==> src/rtl/plnm_pkg.sv <==
package plnm_pkg;

    localparam int NUM_EDGES      = 64;
    localparam int NUM_PATH_NODES = 32;
    localparam int TABLE_DEPTH    = NUM_EDGES * NUM_PATH_NODES;
    localparam int ADDR_W         = (TABLE_DEPTH > 1) ? $clog2(TABLE_DEPTH) : 1;
    localparam int EDGE_CW        = (NUM_EDGES > 1) ? $clog2(NUM_EDGES) : 1;
    localparam int NODE_CW        = $clog2(NUM_PATH_NODES);

    localparam int NODE_W   = 64;
    localparam int EDGE_FW  = 6;
    localparam int NODEP_FW = 5;
    localparam int THR_W    = 30;
    localparam int LIMIT_W  = 32;
    localparam int DSQ_W    = 33;
    localparam int DOT_W    = 33;

    localparam logic [THR_W-1:0]   HEADING_THR_RESET = 30'd187904819;
    localparam logic [LIMIT_W-1:0] MAX_DIST_SQ_RESET = 32'd1509949;

    localparam logic ACT_LOAD  = 1'b0;
    localparam logic ACT_QUERY = 1'b1;

    localparam logic [2:0] REG_HEADING_THR = 3'd0;
    localparam logic [2:0] REG_MAX_DIST_SQ = 3'd4;

    typedef struct packed {
        logic signed [15:0] x;
        logic signed [15:0] y;
        logic signed [15:0] cosv;
        logic signed [15:0] sinv;
    } t_pose;

    typedef struct packed {
        logic               valid;
        logic               last;
        logic [EDGE_CW-1:0] edge_idx;
        logic [NODE_CW-1:0] node_idx;
    } t_tag;

endpackage

==> src/rtl/plnm_eval.sv <==
module plnm_eval (
    input  logic                                i_clk,
    input  logic                                i_rst_n,
    input  plnm_pkg::t_tag                      i_tag,
    input  logic [plnm_pkg::NODE_W-1:0]         i_node,
    input  plnm_pkg::t_pose                     i_pose,
    input  logic [plnm_pkg::THR_W-1:0]          i_thr,
    input  logic [plnm_pkg::LIMIT_W-1:0]        i_limit,
    output plnm_pkg::t_tag                      o_tag,
    output logic [plnm_pkg::DSQ_W-1:0]          o_d2,
    output logic                                o_pass
);
    import plnm_pkg::*;

    logic signed [15:0] nx, ny, nc, ns;
    logic signed [16:0] dx_a, dy_a;
    logic signed [31:0] pc_a, ps_a;
    logic signed [33:0] sqx_b, sqy_b;
    logic signed [DOT_W-1:0] dot_b;
    logic [DSQ_W-1:0] d2_c;
    logic signed [DOT_W-1:0] thr_ext;

    t_tag r_tag_a, r_tag_b, r_tag_c;
    logic signed [16:0] r_dx, r_dy;
    logic signed [31:0] r_pc, r_ps;
    logic [31:0] r_dx2, r_dy2;
    logic signed [DOT_W-1:0] r_dot;
    logic [DSQ_W-1:0] r_d2;
    logic r_pass;

    always_comb begin
        nx      = $signed(i_node[15:0]);
        ny      = $signed(i_node[31:16]);
        nc      = $signed(i_node[47:32]);
        ns      = $signed(i_node[63:48]);
        dx_a    = {nx[15], nx} - {i_pose.x[15], i_pose.x};
        dy_a    = {ny[15], ny} - {i_pose.y[15], i_pose.y};
        pc_a    = nc * i_pose.cosv;
        ps_a    = ns * i_pose.sinv;
        sqx_b   = r_dx * r_dx;
        sqy_b   = r_dy * r_dy;
        dot_b   = {r_pc[31], r_pc} + {r_ps[31], r_ps};
        d2_c    = {1'b0, r_dx2} + {1'b0, r_dy2};
        thr_ext = {{(DOT_W-THR_W){i_thr[THR_W-1]}}, i_thr};
    end

    always_ff @(posedge i_clk) begin
        if (!i_rst_n) begin
            r_tag_a <= '0;
            r_tag_b <= '0;
            r_tag_c <= '0;
        end else begin
            r_tag_a <= i_tag;
            r_tag_b <= r_tag_a;
            r_tag_c <= r_tag_b;
        end
    end

    always_ff @(posedge i_clk) begin
        r_dx   <= dx_a;
        r_dy   <= dy_a;
        r_pc   <= pc_a;
        r_ps   <= ps_a;
        r_dx2  <= sqx_b[31:0];
        r_dy2  <= sqy_b[31:0];
        r_dot  <= dot_b;
        r_d2   <= d2_c;
        r_pass <= (r_dot > thr_ext) && (d2_c < {1'b0, i_limit});
    end

    assign o_tag  = r_tag_c;
    assign o_d2   = r_d2;
    assign o_pass = r_pass;

endmodule

==> config.mk <==
export PLATFORM = sky130hd
export DESIGN_NAME = plnm_eval
export DESIGN_NICKNAME = d
export VERILOG_FILES = /design/src/rtl/plnm_pkg.sv /design/src/rtl/plnm_eval.sv
export SDC_FILE = /design/constraint.sdc
export NUM_CORES = 2
export LEC_CHECK = 0
export ABC_AREA = 1
export BUFFER_PORTS_ARGS = -buffer_cell sky130_fd_sc_hd__buf_2
export CORE_UTILIZATION = 35
export DETAILED_ROUTE_END_ITERATION = 16
export PLACE_DENSITY = 0.49
export SLEW_MARGIN = 30
export SYNTH_ARGS = -nofsm -noshare
export SYNTH_HDL_FRONTEND = slang
export SYNTH_SLANG_ARGS = --single-unit
==> constraint.sdc <==
create_clock -name i_clk -period 10.4 [get_ports i_clk]
set_input_delay 2.08 -clock i_clk [delete_from_list [all_inputs] [get_ports i_clk]]
set_output_delay 2.08 -clock i_clk [all_outputs]
set_load 0.03 [all_outputs]
Yosys cells after proc, flatten, opt, wreduce, memory -nomap -nowiden
Cells that the tools add are included.
{"block": "totals", "regBits": 268}
{"block": "classes", "n_mul": 4, "addsub": 4, "magnitude_cmp": 2, "n_reduce_logical": 1}
{"cell": "adder 32 x 32 -> 33 bit", "count": 2}
{"cell": "multiplier 16 x 16 -> 32 bit", "count": 2}
{"cell": "multiplier 17 x 17 -> 32 bit", "count": 2}
{"cell": "subtractor 16 x 16 -> 17 bit", "count": 2}
{"cell": "> comparator 33 x 30 -> 1 bit", "count": 1}
{"cell": "< comparator 33 x 32 -> 1 bit", "count": 1}
{"cell": "logical AND 1 bit", "count": 1}

Depth between registers and ports, before layout
{"block": "depth", "ltp_word": 3, "ltp_mapped": 28, "depth_no_buf": 26}

Worst setup path after synthesis
Ideal clock, no wire load.
{"block": "synth_timing", "path_type": "input to register", "from": "in i_pose[22] (netlist bit)", "to": "reg r_pc[29]", "path_buffers": 2, "path_stages": 21, "setup_ps": 120, "required_ps": 10280, "arrival_time_ps": 7265, "path_slack_ps": 3016, "cell_sequence": "clkbuf_1 -> clkbuf_1 -> nand2_1 -> fa_1 -> inv_1 -> fa_1 -> fa_1 -> fa_1 -> fa_1 -> inv_1 -> fa_1 -> inv_1 -> ha_1 -> a21oi_1 -> o21ai_0 -> a21oi_1 -> nand3_2 -> a21o_2 -> nand2_1 -> nand2_1 -> xor2_1"}
{"block": "synth_via", "elab_chain_cells": 1}
{"element": "start, declared", "line_no": "plnm_eval.sv:6", "rtl": "input plnm_pkg::t_pose i_pose,"}
{"element": "multiplier 16 x 16 -> 32 bit", "line_no": "plnm_eval.sv:38", "rtl": "pc_a = nc * i_pose.cosv;"}
{"element": "named net pc_a[29]", "line_no": "plnm_eval.sv:17", "rtl": "logic signed [31:0] pc_a, ps_a;"}
{"element": "end signal, assigned", "line_no": "plnm_eval.sv:62", "rtl": "r_pc <= pc_a;"}
{"element": "end, declared", "line_no": "plnm_eval.sv:25", "rtl": "logic signed [31:0] r_pc, r_ps;"}
The timed path passes the listed nets, and every way through them passes these cells.
A chain may end at the register's enable or synchronous reset.

Final worst setup path
{"block": "layout_timing", "from": "in i_pose[1] (netlist bit)", "to": "reg r_ps[28]"}
{"block": "layout_via", "elab_chain_cells": 1}
{"element": "multiplier 16 x 16 -> 32 bit", "line_no": "plnm_eval.sv:39", "rtl": "ps_a = ns * i_pose.sinv;"}
{"element": "named net ps_a[28]", "line_no": "plnm_eval.sv:17"}
{"element": "end signal, assigned", "line_no": "plnm_eval.sv:63", "rtl": "r_ps <= ps_a;"}
{"element": "end, declared", "line_no": "plnm_eval.sv:25"}
The timed path passes the listed nets, and every way through them passes these cells.

==> flow_metrics.env <==
export IMPL_status="finished, final reports clean"
export IMPL_cts_hold_buf=0
export IMPL_yosys_area_top_type="fa_1"
export IMPL_ctsResizeCount=0
export IMPL_worst_pin_slew_ns=0.990
export IMPL_cts_buffers=37
export IMPL_cts_sinks=266
export IMPL_clockBufferDepth=3
export IMPL_cp_common_cell="fa_1"
export IMPL_port_buffer_count=251
export IMPL_drc=0
export IMPL_synth_area_leaders="fa_1 40%, inv_1 14%, ha_1 12%, dfxtp_1 10%, nand2_1 9.0%"
export IMPL_grt_pass1_vias=41550
export IMPL_crit_chain="buf_2 > nand2_1 > inv_1 > fa_1 > fa_1 > inv_1 > fa_1 > inv_1 > fa_1 > fa_1 > fa_1 > ha_1 > nand2_1 > nor4_1 > nand4_1 > nand3_1 > a21oi_1 > xnor2_1"
export IMPL_synthAdderAreaFrac=0.516
export IMPL_core_area_mm2=0.148
export IMPL_period_share=0.702
export IMPL_endpoint_kind="register"
export IMPL_skew_ns=0.0471
export IMPL_yosysWarnings=0
export IMPL_synthXorXnorAreaFrac=0.0405
export IMPL_crit_fanout=16
export IMPL_dp_worst_setup_slack_ns=2.54
export IMPL_synthMuxAreaShare=0
export IMPL_root_buffer="clkbuf_16"
export IMPL_hp_class="register to register"
export IMPL_rsz0062_at_grt="false"
export IMPL_rows=141
export IMPL_ioPinCount=252
export IMPL_ctsHtreeMaxLevel=2
export IMPL_dp_cells=8337
export IMPL_vias_per_cell=4.51
export IMPL_holdWs_ns=0.408
export IMPL_gr_usage_all_layers=0.179
export IMPL_slew_limit_headroom=0.339
export IMPL_synth_avg_cell_area_um2=8.25
export IMPL_antenna_found_initial=2
export IMPL_crit_family="adder cells"
export IMPL_drive_gt1_frac=0.0701
export IMPL_start_util=0.353
export IMPL_gr_total_overflow=0
export IMPL_cap_violations=0
export IMPL_clk_latency_ns=0.57
export IMPL_drtIter0Drc=1625
export IMPL_synth_compound_area_frac=0.0587
export IMPL_grt_max_degree=40
export IMPL_synth_top_area_frac=0.398
export IMPL_final_hold_violation_count=0
export IMPL_nets=8183
export IMPL_fp_dieW_um=389
export IMPL_setup_ws_ns=3.10
export IMPL_slowest_stage="fa_1"
export IMPL_syn_cell_area_mm2=0.0523
export IMPL_vias=37943
export IMPL_period_needed_ns=7.30
export IMPL_firstDrtPassIters=5
export IMPL_finalMaxSlewViolations=0
export IMPL_synth_top_family_by_area="adder cells"
export IMPL_cp_arrival_ns=7.73
export IMPL_tns_ns=0
export IMPL_fillers=15471
export IMPL_max_freq_mhz=137
export IMPL_synthCells=6337
export IMPL_cts_tree="done"
export IMPL_criticalPathCategory="input pin to register"
export IMPL_grt_pass1_wl_um=215000
export IMPL_synth_seq_area_share=0.102
export IMPL_critPathLaunchType="input pin"
export IMPL_place_congestion=0.872
export IMPL_die_y_um=389
export IMPL_area_delta_synth_final_pct=8.05
export IMPL_die_area_mm2=0.151
export IMPL_dp_hpwl_um=112000
export IMPL_drt_antenna_violating_nets=0
export IMPL_finalNonFillerCells=8406
export IMPL_crit_required_ns=10.83
export IMPL_synth_simple_gate_area_frac=0.129
export IMPL_wl_per_cell_um=15.4
export IMPL_max_stage_delay_ns=0.85
export IMPL_synth_cell_type_count=62
export IMPL_drt_wl_total_um=130000
export IMPL_clk_pin_slew_ns=0.05
export IMPL_cts_setup_buffers=0
export IMPL_ys_ff_latch=266
export IMPL_finalSetupViolCount=0
export IMPL_syn_num_nets=8074
export IMPL_path_buf_inv=4
==> layer usage <==
metal / track usage / routed length, um / vias to the layer above
met5: 0 / 16 / -
met4: 0.0419 / 2860 / 2
met3: 0.0165 / 4170 / 139
met2: 0.321 / 65700 / 586
met1: 0.231 / 57200 / 18731
li1: - / - / 18485
==> area by class of cell <==
class	instances	area (um^2)	share of cell area
Sequential cell	266	5330	0.0943
Antenna cell	4	10.0	0.000177
Inverter	1958	7350	0.130
Timing Repair Buffer	261	1330	0.0236
Clock buffer	44	982	0.0174
Clock inverter	21	194	0.00343
Tap cell	1930	2410	0.0427
Multi-Input combinational cell	3922	38900	0.688
==> sequential cells by signal, summed over array words and instances (netlist names), 17 cells and up <==
signal  count
o_d2       33
r_dot      33
r_pc       32
r_ps       32
r_dx2      31
r_dy2      31
r_dx       17
r_dy       17
==> synth_stat cells, drive strengths merged <==
cell,n
inv,1956
nand2,1269
fa,1039
ha,493
dfxtp,266
a21oi,231
nor2,200
clkbuf,184
xor2,158
o21ai,129
nand3,97
xnor2,83
a21o,31
nand4,28
nor3,28
o21bai,27
or2,20
a31oi,12
nor4,12
a21boi,10
o21a,9
a221oi,8
buf,7
a211oi,6
o2111ai,6
and3,5
o211ai,5
o31ai,4
a31o,2
and2,2
clkinv,2
nand3b,2
o211a,2
o221a,2
a2111oi,1
o2bb2ai,1
==> layout by cell type, fill, tap and decap left out, types with 9 or more instances in the layout <==
cell / netlist / final
xor2_1: 157 / 157
o21ai_1: 17 / 17
nand3_2: 10 / 10
dfxtp_1: 266 / 265
inv_1: 1949 / 1949
nand4_1: 28 / 28
or2_2: 16 / 16
o21a_1: 9 / 9
nand2_1: 1248 / 1248
nand3_1: 87 / 87
clkbuf_16: 0 / 37
fa_1: 1039 / 1039
nor3_1: 27 / 27
nor4_1: 10 / 10
buf_2: 1 / 251
ha_1: 493 / 493
a31oi_1: 11 / 11
a21oi_2: 17 / 17
a21o_1: 29 / 29
xnor2_1: 83 / 83
o21bai_1: 17 / 17
o21ai_2: 18 / 18
buf_4: 2 / 10
nor2_1: 192 / 192
o21ai_0: 94 / 94
a21oi_1: 209 / 209
nand2_2: 20 / 20
==> cells by family after synthesis <==
logic type / Yosys count
adder cells (fa/ha/maj): 1532
flip-flops: 266
buffers and inverters: 2149
AND/OR/NAND/NOR: 1663
XOR/XNOR: 241
AO/OA/AOI/OAI: 486
==> final timing paths <==
path / startpoint / endpoint / slack [ns] / depth (start not counted)
worst max-delay path: i_pose[1] / r_ps[28] / 3.10 / 18
worst min-delay path: r_tag_b[12] / o_tag[12] / 0.41 / 2
worst max register to register: r_dy[3] / r_dy2[28] / 4.08 / 20
worst min register to register: r_tag_b[12] / o_tag[12] / 0.41 / 2
==> worst reg2reg max path: cells and delay by family (launching register included) <==
family          cells  cell delay [ns]
compound gates      1             0.24
xor+xnor            1             0.18
fa+ha+maj           7             3.79
buf+inv             4             0.47
flops               1             0.62
simple gates        7             0.91
==> metrics by stage <==
step | instance area, um^2 | util
final | 56500 | 0.382
after global routing | 56500 | 0.382
after CTS | 56500 | 0.382
after detailed placement | 55300 | 0.374
after global placement | 55300 | 0.374
after floorplan | 52300 | -
Power is left out: the tool's default activity adds up to more than one toggle a clock period on the data nets, which glitch-free logic cannot reach.
